<file path="config.mk">
export PLATFORM = sky130hd
export DESIGN_NAME = bf3e_cfg
export DESIGN_NICKNAME = d
export VERILOG_FILES = /design/src/sv/bf3e_pkg.sv /design/src/sv/bf3e_cfg.sv
export SDC_FILE = /design/constraint.sdc
export NUM_CORES = 1
export LEC_CHECK = 0
export ABC_AREA = 1
export ABC_CLOCK_PERIOD_IN_PS = 2100
export BUFFER_PORTS_ARGS = -buffer_cell sky130_fd_sc_hd__buf_4
export CAP_MARGIN = 20
export CORE_MARGIN = 4
export CORE_UTILIZATION = 52
export CTS_BUF_LIST = sky130_fd_sc_hd__clkbuf_4
export DETAILED_ROUTE_END_ITERATION = 16
export PLACE_DENSITY = 0.88
export SETUP_SLACK_MARGIN = 0.4
export SYNTH_ARGS = -nofsm -noshare
export SYNTH_HDL_FRONTEND = slang
export SYNTH_SLANG_ARGS = --single-unit
</file>
<file path="constraint.sdc">
create_clock -name clk_i -period 2.1 [get_ports clk_i]
set_clock_uncertainty 0.2 [all_clocks]
set_input_delay 0.105 -clock clk_i [delete_from_list [all_inputs] [get_ports clk_i]]
set_output_delay 0.105 -clock clk_i [all_outputs]
set_load 0.005 [all_outputs]
</file>
<file path="src/sv/bf3e_pkg.sv">
// ----------------------------------------------------------------------------
// bf3e_pkg
// Shared constants and types of the 3x3 box filter with edge replication.
// ----------------------------------------------------------------------------
package bf3e_pkg;

  localparam int unsigned MAX_WIDTH_DEF = 2048;
  localparam int unsigned PIX_W         = 8;
  localparam int unsigned CFG_WIDTH_W   = 12;
  localparam int unsigned HEIGHT_W      = 16;
  localparam int unsigned CFG_DATA_W    = 16;
  localparam int unsigned CFG_IDX_W     = 1;
  localparam int unsigned WIDTH_RESET   = 640;
  localparam int unsigned HEIGHT_RESET  = 480;

  // nine 8-bit taps sum to at most 2295
  localparam int unsigned SUM_W      = 12;
  // floor(s / 9) == (s * 7282) >> 16 for every s up to 2295
  localparam int unsigned RECIP_W    = 13;
  localparam logic [RECIP_W-1:0] DIV9_RECIP = 13'd7282;
  localparam int unsigned DIV9_SHIFT = 16;

  typedef enum logic [CFG_IDX_W-1:0] {
    CFG_IMAGE_WIDTH  = 1'b0,
    CFG_IMAGE_HEIGHT = 1'b1
  } cfg_idx_e;

  typedef enum logic {
    OP_PIXEL = 1'b0,
    OP_DRAIN = 1'b1
  } op_e;

  typedef struct packed {
    logic [SUM_W-1:0] sum;
    logic             last_in_row;
    logic             last_in_frame;
  } res_t;

endpackage

</file>
<file path="src/sv/bf3e_cfg.sv">
// ----------------------------------------------------------------------------
// bf3e_cfg
// Configuration registers; keeps the effective (clamped) width and height.
// ----------------------------------------------------------------------------
module bf3e_cfg #(
  parameter int unsigned MAX_WIDTH = bf3e_pkg::MAX_WIDTH_DEF,
  parameter int unsigned WW        = $clog2(MAX_WIDTH + 2)
) (
  input  logic                                clk_i,
  input  logic                                rst_ni,
  input  logic                                cfg_valid_i,
  output logic                                cfg_ready_o,
  input  logic [bf3e_pkg::CFG_IDX_W-1:0]      cfg_index_i,
  input  logic [bf3e_pkg::CFG_DATA_W-1:0]     cfg_data_i,
  output logic [WW-1:0]                       width_o,
  output logic [bf3e_pkg::HEIGHT_W-1:0]       height_o
);
  import bf3e_pkg::*;

  localparam int unsigned CMPW    = (WW > CFG_WIDTH_W) ? WW : CFG_WIDTH_W;
  localparam int unsigned W_RESET = (WIDTH_RESET > MAX_WIDTH) ? MAX_WIDTH : WIDTH_RESET;

  logic [WW-1:0]       width_q, width_d;
  logic [HEIGHT_W-1:0] height_q, height_d;
  logic [CMPW-1:0]     raw_w;
  logic [HEIGHT_W-1:0] raw_h;

  assign cfg_ready_o = 1'b1;
  assign raw_w = CMPW'(cfg_data_i[CFG_WIDTH_W-1:0]);
  assign raw_h = cfg_data_i[HEIGHT_W-1:0];

  always_comb begin
    width_d  = width_q;
    height_d = height_q;
    if (cfg_valid_i) begin
      unique case (cfg_idx_e'(cfg_index_i))
        CFG_IMAGE_WIDTH: begin
          if (raw_w == '0) begin
            width_d = WW'(1);
          end else if (raw_w > CMPW'(MAX_WIDTH)) begin
            width_d = WW'(MAX_WIDTH);
          end else begin
            width_d = WW'(raw_w);
          end
        end
        CFG_IMAGE_HEIGHT: begin
          height_d = (raw_h == '0) ? HEIGHT_W'(1) : raw_h;
        end
        default: ;
      endcase
    end
  end

  always_ff @(posedge clk_i or negedge rst_ni) begin
    if (!rst_ni) begin
      width_q  <= WW'(W_RESET);
      height_q <= HEIGHT_W'(HEIGHT_RESET);
    end else begin
      width_q  <= width_d;
      height_q <= height_d;
    end
  end

  assign width_o  = width_q;
  assign height_o = height_q;

  a_width_range: assert property (@(posedge clk_i) disable iff (!rst_ni)
    width_q != '0 && width_q <= WW'(MAX_WIDTH))
    else $error("effective width out of range");

  a_height_nonzero: assert property (@(posedge clk_i) disable iff (!rst_ni)
    height_q != '0)
    else $error("effective height is zero");

  a_width_write: assert property (@(posedge clk_i) disable iff (!rst_ni)
    cfg_valid_i && cfg_index_i == CFG_IMAGE_HEIGHT |=> $stable(width_q))
    else $error("height write changed width");

endmodule

</file>
# After elaboration in Yosys (flattened, before gate mapping)
# Cells that the tools add are included.
# totals
ff_bits	28
latchBits	0
ramBits	0
mem_bits_ro	0
inputBits	20
out_inout_bits	29
word_cells	11
mem_count	0
# op_classes
n_addsub	0
multipliers	0
div	0
order_cmp	1
n_eq_ne	0
shifts	0
muxes	3
bitwise_logic	1
n_reduce_logical	4
# ops
operator	count
12-bit 2-to-1 mux	2
16-bit zero test	1
16-bit 2-to-1 mux	1
12-bit greater-than comparator, second input constant	1
12-bit zero test	1
2-bit AND reduction	2
1-bit NOT	1

# Longest topological paths before layout
# Gate-level depths: netlist of the first run.
# depth
word_depth	3
ltp_mapped	7
mapped_depth_nobuf	7

# Least setup slack after synthesis of the first run
# Ideal clock, no wire load.
# synth_path
path_type	input to register
startpoint	input port cfg_data_i[4] (netlist bit)
endpoint	register width_q[0] (netlist: width_o[0])
setup_time_ns	0.065
arrival_time_ns	0.671
required_ns	1.835
slack_ns	1.164
path_stages	7
n_path_buf	0
cell_sequence	nor2_1 > nand2_1 > nor2_2 > nand2_2 > nand2_4 > nand3_1 > nand2_1
# synth_between
elab_chain_cells	3
elab_cells_between_ends	4
classes_between	1 x order compare; 2 x mux; 1 x reduce/logical
# synth_lines
item	line	source
from (decl)	bf3e_cfg.sv:14	input logic [bf3e_pkg::CFG_DATA_W-1:0] cfg_data_i,
12-bit greater-than comparator	bf3e_cfg.sv:40	end else if (raw_w > CMPW'(MAX_WIDTH)) begin
12-bit 2-to-1 mux	bf3e_cfg.sv:40	
12-bit 2-to-1 mux *	bf3e_cfg.sv:38	if (raw_w == '0) begin
to (signal assigned)	bf3e_cfg.sv:56	width_q <= WW'(W_RESET);
to (signal assigned)	bf3e_cfg.sv:59	width_q <= width_d;
to (decl)	bf3e_cfg.sv:23	logic [WW-1:0] width_q, width_d;
# Every way passes the cells marked *; elsewhere a longest branch is shown, timed or not.
# A chain may end at the register's enable or synchronous reset.

# Worst setup path after layout of the first run
# layout_path
startpoint	input port cfg_data_i[4] (netlist bit)
endpoint	register width_q[2] (netlist: width_o[2])
# Same word-level chain as after synthesis.

==> out/metrics.csv, run 1 <==
stage,metric,value,unit
critical_path,crit_top_cell,nand2_1,
logic_synthesis,postSynthAreaPerCell,8.42,µm²
cells_and_area,post-route-util,0.857,
pwr,p_int,839,µW
place,gp_congestion,0.791,
drt,wl_per_cell,15.4,µm
critical_path,critPathLaunch,cfg_data_i[4],
drt,drtIter0Drc,50,
logic_synthesis,synth.yosys.seq_area_share,0.601,
logic_synthesis,syn_nets,160,
logic_synthesis,yosys-top-cells-count,"64 x nand2_1, 22 x dfrtp_1, 10 x nand3_1, 9 x inv_1, 8 x nor2_1",
critical_path,critPathMaxFanout,10,
cts,clk_pin_slew_worst_paths,150,ps
timing,setup_viol,0,
critical_path,critPathLaunchType,input port,
drt,remaining_drc_errors,0,
grt,gr-total-overflow,0,
cells_and_area,register_area,708,µm²
timing,rsz0062_at_grt,no,
place,port_buffers,47,
pwr,seq_power_share,0.562,
critical_path,r2r_cells,3,
cts,cts_buffer_depth,2,
cts,clock_sink_count,28,
min_path,min_path_type,in -> async,
logic_synthesis,async_reset_ff_frac,1.00,
cells_and_area,area_growth,49.9,%
drt,vias,1222,
logic_synthesis,synth_seq_cells,28,
critical_path,rr_endpoint,height_o[7]$_DFFE_PN1P_,
critical_path,crit_buf_inv,2,
floorplanning,placementRows,16,
floorplanning,coreArea,2060,µm²
pwr,power_frac_clock,0.192,
floorplanning,fp.dieW,55.6,µm
logic_synthesis,synth_edf_count,0,
critical_path,path_class,in -> reg,
drt,dr.pass1.iters,4,
drt,via_per_inst,5.24,
logic_synthesis,mappedNetlistArea,1180,µm²
cts,h-tree-depth,1,
grt,grt_pass1_vias,1210,
cts,cts-root-buf,clkbuf_4,
cells_and_area,n_antenna_cell,0,
timing,tns,0,ps
grt,grt_usage,0.245,
cts,clkLatencyLatePin,310,ps
timing,min_period,1550,ps
pwr,ir_drop,655,µV
grt,grt_pass1_wl,6.04,mm
logic_synthesis,synth_area_leaders,"dfrtp_1 47%, nand2_1 20%, dfstp_2 13%",
cells_and_area,drive_gt1_frac,0.296,
cts,cts_made_buffers,3,
cells_and_area,nets,227,
pwr,switchingPower,321,µW
logic_synthesis,synth_top_area_frac,0.467,
critical_path,path_depth,9,
cells_and_area,fin_cells,233,
place,dp.cells,210,
cells_and_area,nFillCells,101,
critical_path,ff2ff_setup_slack,640,ps
floorplanning,initial_core_util,0.572,
critical_path,cp_top_family,simple AND/OR/NAND/NOR gates,
pwr,powerDensity,656,nW/µm²
floorplanning,die_h,55.6,µm
logic_synthesis,ys.flop_type,dfrtp_1,
critical_path,slowest_delay,560,ps
logic_synthesis,ys.warnings.count,0,
floorplanning,ioPinCount,49,
timing,fin_crit_sh,0.740,
cells_and_area,multiInputGateArea,407,µm²
timing,hold_viol,0,
timing,slew_viol_final,0,
logic_synthesis,synth_cell_types,18,
logic_synthesis,yosysMostFrequentCell,nand2_1,
pwr,combPwrFrac,0.246,
logic_synthesis,yosysTopAreaCell,dfrtp_1,
place,hpwl,2.22,mm
cts,cts_tree,done,
pwr,p_leak,0.958,nW
critical_path,end_kind,register,
grt,grt_antenna_before_repair,0,
critical_path,arrival,1630,ps
pwr,swShare,0.277,
critical_path,reg2reg_from,height_o[7]$_DFFE_PN1P_,
run_status,status,completed,
logic_synthesis,synthCells,140,
critical_path,crit_chain,"dlygate4sd3_1, buf_4, nor2_1, nand2_1, nor2_2, nand2_2, nand2_4, nand3_1, nand2_1",
critical_path,crit_path_top_delay_cell,dlygate4sd3_1,
drt,wl,3.59,mm
critical_path,crit_required,2180,ps
drt,drtAntennaViolNets,0,
run,maxCapViolCount,0,
floorplanning,dieArea,3090,µm²
timing,max_freq,644,MHz
grt,grt_max_degree,29,
[power groups by stage]
stage	registers, mW	logic, mW	clock network [mW]
3_5_place_dp	0.659	0.246	0
3_3_place_gp	0.655	0.239	0
6_report	0.651	0.285	0.223
4_1_cts	0.649	0.279	0.226
2_1_floorplan	0.660	0.0788	0
5_1_grt	0.658	0.312	0.246
[kinds of logic after synthesis]
kind of cell / count (synthesis) / synth area share
flops: 28 / 0.601
simple gates: 88 / 0.306
buf+inv: 15 / 0.0541
other cells: 1 / 0.00318
compound gates: 8 / 0.0361
[worst max path at each step]
stage                               to
6_report        width_o[2]$_DFFE_PN0P_
3_5_place_dp    width_o[7]$_DFFE_PN1P_
5_1_grt         width_o[2]$_DFFE_PN0P_
4_1_cts        height_o[7]$_DFFE_PN1P_
3_3_place_gp   width_o[10]$_DFFE_PN0P_
2_1_floorplan   width_o[0]$_DFFE_PN0P_
[layout by cell type, fill, tap and decap left out]
cell type,instances
dfrtp_1,22
nand2_4,1
nand2_1,64
clkinv_1,1
inv_1,9
a21oi_1,1
buf_4,49
o21a_1,1
nor2_1,8
dlygate4sd3_1,19
dfstp_2,6
nand2_2,1
nand4_1,1
nand3_1,10
nor2_2,1
conb_1,1
nor3_1,2
clkbuf_4,3
o21ai_0,6
[metal layers]
| metal | vias to the layer above | GRT usage | part of all wire |
|---|---|---|---|
| met5 | - | 0 | 0 |
| met4 | 0 | 0.0938 | 0.017 |
| met3 | 6 | 0.0255 | 0.077 |
| met2 | 75 | 0.426 | 0.51 |
| met1 | 584 | 0.313 | 0.39 |
| li1 | 557 | - | - |
[per-stage QoR]
step                power, mW  area, µm²  setup WS [ps]  hold WS, ps
floorplan               0.738       1180           1160         -391
global placement        0.894       1550            943         -170
detailed placement      0.905       1550            913         -163
CTS                      1.15       1770            651         8.43
global route             1.22       1770            460         36.0
finish                   1.16       1770            546         11.5
[area by class of cell]
| type | instances | area share |
|---|---|---|
| clock buffer | 3 | 0.0127 |
| clock inverter | 1 | 0.00212 |
| inverter | 9 | 0.0191 |
| multi-input combinational | 97 | 0.230 |
| sequential | 28 | 0.401 |
| tap | 27 | 0.0191 |
| timing repair buffer | 68 | 0.316 |
[worst register-to-register path, stage by stage, from the launching register on]
cell           delay [ps]
dfstp_2               560
nand2_1                50
nand2_1                60
dlygate4sd3_1         540
[registers in the layout, summed over array words and instances (netlist names)]
register and count:
height_o 16, width_o 12
[what timing repair did]
| action | 4_1_cts | 5_1_grt |
|---|---|---|
| hold buffers | 19 | 0 |
| endpoints found under the hold margin | 56 | 0 |
| gates resized for setup | 0 | 0 |
| setup buffers | 0 | 0 |
Note: power is estimated with default switching activity, not from simulation.
==> run 2, diff against run 1 <==
- ABC_CLOCK_PERIOD_IN_PS: 2100 -> 1600
- CORE_UTILIZATION: 52 -> 49
- PLACE_DENSITY: 0.88 -> 0.83
- clock period: 2.1 -> 1.6 ns (I/O delays scaled with it)
==> run 2 against run 1 <==
The run now ends with hold timing left. Final cell count increased by 6.4%. Utilization increased by 2.4 points. Critical path depth decreased by 8. Register-to-register slack got worse by 150 ps. Combinational power increased by 58%. Flip-flop and latch count unchanged. Largest cell class is now buffers. Largest power group unchanged.
==> out/metrics.csv, run 2 (same netlist as run 1, synthesis figures left out) <==
stage,metric,value,unit,change
grt,grt_antenna_before_repair,0,,unchanged
pwr,powerDensity,907,nW/µm²,was 656 nW/µm²
cts,cts_buffer_depth,2,,unchanged
critical_path,cp_top_family,flip-flops,,was simple AND/OR/NAND/NOR gates
timing,hold_viol,30,,was 0
timing,rsz0062_at_grt,yes,,was no
critical_path,arrival,1040,ps,was 1630 ps
timing,worst_hold_slack,-234,ps,was 11.5 ps
critical_path,critPathLaunch,height_o[8]$_DFFE_PN1P_,,was cfg_data_i[4]
cells_and_area,drive_gt1_frac,0.336,,was 0.296
place,hpwl,2.07,mm,was 2.22 mm
critical_path,critPathLaunchType,register,,was input port
place,port_buffers,47,,unchanged
min_path,hold_start,cfg_data_i[3],,
floorplanning,ioPinCount,49,,unchanged
critical_path,crit_buf_inv,1,,was 2
critical_path,crit_chain,buf_6,,"was dlygate4sd3_1, buf_4, nor2_1, nand2_1, nor2_2, nand2_2, nand2_4, nand3_1, nand2_1"
place,gp_congestion,0.807,,was 0.791
cells_and_area,nFillCells,106,,was 101
cells_and_area,largest_register_ffs,16,,unchanged
drt,dr.pass1.iters,5,,was 4
floorplanning,die_h,57.0,µm,was 55.6 µm
timing,setup_viol,0,,unchanged
critical_path,crit_required,1320,ps,was 2180 ps
cts,cts_made_buffers,3,,unchanged
cells_and_area,register_area,708,µm²,unchanged
floorplanning,placementRows,17,,was 16
critical_path,path_depth,1,,was 9
cells_and_area,area_growth,68.5,%,was 49.9%
critical_path,ff2ff_setup_slack,490,ps,was 640 ps
timing,fin_crit_sh,0.827,,
floorplanning,fp.dieW,57.0,µm,was 55.6 µm
cts,clk_pin_slew_worst_paths,160,ps,was 150 ps
timing,max_freq,756,MHz,
critical_path,rr_endpoint,height_o[8]$_DFFE_PN1P_,,was height_o[7]$_DFFE_PN1P_
cells_and_area,multiInputGateArea,428,µm²,was 407 µm²
timing,min_period,1320,ps,
min_path,hold_depth,3,,
grt,grt_usage,0.212,,was 0.245
pwr,p_leak,1.06,nW,was 0.958 nW
pwr,power.total,1.80,mW,was 1.16 mW
cells_and_area,final_cell_mix,"63 x nand2_1, 42 x buf_4, 23 x dlygate4sd3_1",,"was 64 x nand2_1, 49 x buf_4, 22 x dfrtp_1"
cts,h-tree-depth,1,,unchanged
critical_path,slowest_delay,590,ps,was 560 ps
cells_and_area,n_antenna_cell,0,,unchanged
floorplanning,dieArea,3250,µm²,was 3090 µm²
drt,vias,1342,,was 1222
run_status,status,"complete, but fails checks",,was completed
critical_path,path_class,reg -> out,,was in -> reg
floorplanning,coreArea,2250,µm²,was 2060 µm²
timing,tns,0,ps,unchanged
cts,clkLatencyLatePin,350,ps,was 310 ps
critical_path,crit_path_top_delay_cell,dfstp_2,,was dlygate4sd3_1
grt,grt_pass1_wl,5.32,mm,was 6.04 mm
floorplanning,initial_core_util,0.523,,was 0.572
cts,clock_sink_count,28,,unchanged
drt,wl_per_cell,17.6,µm,was 15.4 µm
run,maxCapViolCount,0,,unchanged
grt,grt_pass1_vias,1154,,was 1210
run_status,failed_checks,hold timing,,
cells_and_area,nets,241,,was 227
timing,slew_viol_final,0,,unchanged
drt,remaining_drc_errors,0,,unchanged
drt,drtAntennaViolNets,0,,unchanged
pwr,ir_drop,1280,µV,was 655 µV
cts,cts_tree,done,,unchanged
grt,gr-total-overflow,0,,unchanged
grt,grt_max_degree,29,,unchanged
min_path,hold_end,width_o[3]$_DFFE_PN0P_,,
critical_path,reg2reg_from,height_o[8]$_DFFE_PN1P_,,was height_o[7]$_DFFE_PN1P_
critical_path,critPathMaxFanout,2,,was 10
critical_path,end_kind,output port,,was register
cells_and_area,layout_commonest_cell,nand2_1,,unchanged
drt,wl,4.37,mm,was 3.59 mm
critical_path,r2r_cells,2,,was 3
cts,cts-root-buf,clkbuf_4,,unchanged
min_path,min_path_type,in -> reg,,was in -> async
drt,via_per_inst,5.41,,was 5.24
drt,drtIter0Drc,64,,was 50
[run 2: cell types whose count changed in the layout (fill, tap and decap cells not counted), sizes merged]
| cell | change |
|---|---|
| buf | +7 |
| dlygate4sd3 | +4 |
| nand2 | +1 |
| bufinv | +1 |
| clkinv | -1 |
| dlymetal6s4s | +2 |
[run 2: worst max path at each step]
stage	end	slack, ps
finish	height_o[8]	280
global route	height_o[8]	270
CTS	width_o[7]	320
detailed placement	width_o[1]$_DFFE_PN0P_	420
global placement	width_o[8]$_DFFE_PN0P_	470
floorplan	width_o[0]$_DFFE_PN0P_	690
[run 2: where the power goes]
part	internal (mW)	leakage, nW	switching, mW
sequential	0.804	0.339	0.0599
clock	0.254	0.0279	0.235
combinational	0.259	0.690	0.190
total	1.32	1.06	0.485
[run 2: worst min-delay path: cells and delay by family]
family,cells,cell delay (ps)
AND/OR/NAND/NOR,2,130
buffers and inverters,1,90
[run 2: layout make-up]
type,instances,area share
multi-input combinational,98,0.216
sequential,28,0.357
clock buffer,3,0.0113
clock inverter,1,0.0151
tap,28,0.0176
timing repair buffer,81,0.367
inverter,9,0.0170
[run 2: metrics by stage]
stage,hold slack [ps],instance area (µm²),std cells,worst slack (ps),util
after floorplan,-416,1180,140,689,-
after global placement,-192,1550,211,468,0.688
after detailed placement,-187,1550,211,425,0.688
after CTS,-259,1770,229,318,0.784
after global routing,-226,1990,248,274,0.881
final,-234,1990,248,277,0.881
[run 2: metal layers]
metal	wire, µm	up-vias	part of all wire	track usage
met4	184	0	0.042	0.119
met1	1590	631	0.36	0.263
met5	0	-	0	0
met3	429	21	0.098	0.0475
li1	-	590	-	-
met2	2160	100	0.49	0.341
[run 2: what timing repair did]
item                       4_1_cts  5_1_grt
hold endpoints to repair        56       26
setup endpoints to repair        6       31
resized for setup                6       14
hold buffers                    14       15
pin swaps                        0        5
cloned                           0        1
buffers inserted                 0        7
==> run 3, diff against run 2 <==
- ABC_CLOCK_PERIOD_IN_PS: 1600 -> 1300
- clock period: 1.6 -> 1.3 ns (I/O delays scaled with it)
==> run 3 against run 2 <==
The flow still finishes with violations (hold timing). Final cell count shrank 2.4%. Clock power up 18%. Die area is the same. Flip-flop and latch count stayed put. Largest cell class unchanged.
==> out/metrics.csv, run 3 (same netlist as run 1, synthesis figures left out) <==
stage,metric,value,unit,change
min_path,hold_depth,3,,unchanged
critical_path,critPathLaunchType,register,,unchanged
drt,drtIter0Drc,90,,was 64
run_status,status,"complete, but fails checks",,unchanged
critical_path,reg2reg_from,height_o[5]$_DFFE_PN1P_,,was height_o[8]$_DFFE_PN1P_
floorplanning,dieArea,3250,µm²,unchanged
grt,grt_pass1_vias,1186,,was 1154
critical_path,path_class,reg -> out,,unchanged
drt,dr.pass1.iters,6,,was 5
critical_path,ff2ff_setup_slack,120,ps,was 490 ps
grt,grt_antenna_before_repair,0,,unchanged
critical_path,crit_required,1030,ps,was 1320 ps
drt,wl_per_cell,20.7,µm,was 17.6 µm
min_path,min_path_type,in -> reg,,unchanged
timing,min_period,1290,ps,
drt,wl,5.00,mm,was 4.37 mm
critical_path,crit_path_top_delay_cell,dfstp_2,,unchanged
drt,dr_wl_met3,508,µm,was 429 µm
cts,clkLatencyLatePin,330,ps,was 350 ps
grt,grt_usage,0.218,,was 0.212
drt,wl_met2,2.51,mm,was 2.16 mm
grt,gr-total-overflow,0,,unchanged
drt,vias,1390,,was 1342
cts,clock_sink_count,28,,unchanged
drt,drtAntennaViolNets,0,,unchanged
timing,setup_viol,0,,unchanged
floorplanning,ioPinCount,49,,unchanged
timing,max_freq,774,MHz,
place,placed_cell_area,1560,µm²,was 1550 µm²
cells_and_area,multiInputGateArea,489,µm²,was 428 µm²
cts,cts_tree,done,,unchanged
critical_path,arrival,1030,ps,was 1040 ps
cts,cts-root-buf,clkbuf_4,,unchanged
timing,rsz0062_at_grt,yes,,unchanged
cells_and_area,n_antenna_cell,0,,unchanged
pwr,ir_drop,920,µV,was 1280 µV
drt,remaining_drc_errors,0,,unchanged
cells_and_area,nets,235,,was 241
grt,grt_max_degree,29,,unchanged
drt,m1WireLength,1.73,mm,was 1.59 mm
critical_path,crit_buf_inv,1,,unchanged
place,hpwl,2.20,mm,was 2.07 mm
pwr,powerDensity,1150,nW/µm²,was 907 nW/µm²
critical_path,r2r_cells,4,,was 2
run_status,failed_checks,hold timing,,unchanged
critical_path,cp_top_family,flip-flops,,unchanged
cts,clk_pin_slew_worst_paths,160,ps,about the same
cells_and_area,area_growth,76.0,%,was 68.5%
cts,h-tree-depth,1,,unchanged
timing,hold_viol,45,,was 30
timing,slew_viol_final,0,,unchanged
place,gp_congestion,0.793,,was 0.807
floorplanning,fp.dieW,57.0,µm,unchanged
critical_path,crit_chain,buf_6,,unchanged
critical_path,slowest_delay,590,ps,about the same
timing,fin_crit_sh,0.994,,
grt,grt_pass1_wl,5.50,mm,was 5.32 mm
cts,cts_buffer_depth,2,,unchanged
timing,worst_hold_slack,-250,ps,was -234 ps
critical_path,critPathMaxFanout,2,,unchanged
timing,tns,0,ps,unchanged
cells_and_area,layout_commonest_cell,nand2_1,,unchanged
min_path,hold_start,cfg_data_i[6],,was cfg_data_i[3]
drt,top_layer_used,met4,,unchanged
cells_and_area,nFillCells,76,,was 106
critical_path,rr_endpoint,height_o[5]$_DFFE_PN1P_,,was height_o[8]$_DFFE_PN1P_
critical_path,end_kind,output port,,unchanged
cells_and_area,drive_gt1_frac,0.486,,was 0.336
floorplanning,placementRows,17,,unchanged
pwr,p_leak,1.09,nW,was 1.06 nW
floorplanning,coreArea,2250,µm²,unchanged
place,port_buffers,47,,unchanged
floorplanning,die_h,57.0,µm,unchanged
cells_and_area,fin_area,2070,µm²,was 1990 µm²
cells_and_area,final_cell_mix,"48 x nand2_1, 46 x buf_6, 22 x dfrtp_1, 22 x buf_4, 16 x nand2_2",,"was 63 x nand2_1, 42 x buf_4, 23 x dlygate4sd3_1"
cells_and_area,register_area,708,µm²,unchanged
cells_and_area,largest_register_ffs,16,,unchanged
min_path,hold_end,height_o[6]$_DFFE_PN1P_,,was width_o[3]$_DFFE_PN0P_
run,maxCapViolCount,0,,unchanged
cts,cts_made_buffers,3,,unchanged
drt,via_per_inst,5.74,,was 5.41
floorplanning,initial_core_util,0.523,,unchanged
run 3: layout make-up:
cell class,count,share of cell area
Tap cell,28,0.0169
Clock inverter,1,0.0145
Inverter,9,0.0163
Multi-Input combinational cell,98,0.236
Sequential cell,28,0.341
Timing Repair Buffer,75,0.364
Clock buffer,3,0.0109
run 3: through the flow:
step	hold slack (ps)	cells	util	total power, mW	setup WS [ps]
4_1_cts	-269	236	0.840	2.18	30.4
5_1_grt	-268	242	0.920	2.48	-19.8
3_3_place_gp	-206	212	0.691	1.45	186
3_5_place_dp	-201	212	0.691	1.46	138
2_1_floorplan	-431	140	-	1.19	398
6_report	-250	242	0.920	2.38	7.23
run 3: worst max-delay path by stage:
stage	from	to	slack, ps	cells past startpoint
final	width_o[7]$_DFFE_PN1P_	width_o[7]	7	1
after detailed placement	cfg_data_i[4]	width_o[6]$_DFFE_PN0P_	140	8
after global routing	height_o[6]$_DFFE_PN1P_	height_o[6]	-20	1
after floorplan	height_o[8]$_DFFE_PN1P_	height_o[8]$_DFFE_PN1P_	400	2
after global placement	cfg_data_i[0]	width_o[8]$_DFFE_PN0P_	190	8
after CTS	width_o[9]$_DFFE_PN1P_	width_o[9]	30	1
run 3: what timing repair did:
| item | in CTS | in global routing |
|---|---|---|
| gates cloned | 0 | 1 |
| endpoints found under the hold margin | 56 | 50 |
| resized for setup | 29 | 48 |
| buffers inserted | 11 | 7 |
| endpoints found under the setup margin | 34 | 53 |
| pin swaps | 8 | 21 |
| hold buffers | 9 | 5 |
run 3: worst reg2reg max path: cells and delay by family, from the launching register on:
family / cells / cell delay, ps
AND/OR/NAND/NOR: 2 / 150
buffers and inverters: 2 / 190
flip-flops: 1 / 590
run 3: report_power, final:
group	internal [mW]	leakage, nW	switching, mW
registers	0.990	0.339	0.101
clock network	0.312	0.0279	0.267
logic	0.419	0.720	0.290
run 3: metal layers:
| layer | GRT usage | vias up |
|---|---|---|
| li1 | - | 575 |
| met5 | 0 | - |
| met1 | 0.274 | 661 |
| met3 | 0.0339 | 28 |
| met4 | 0.0861 | 0 |
| met2 | 0.375 | 126 |
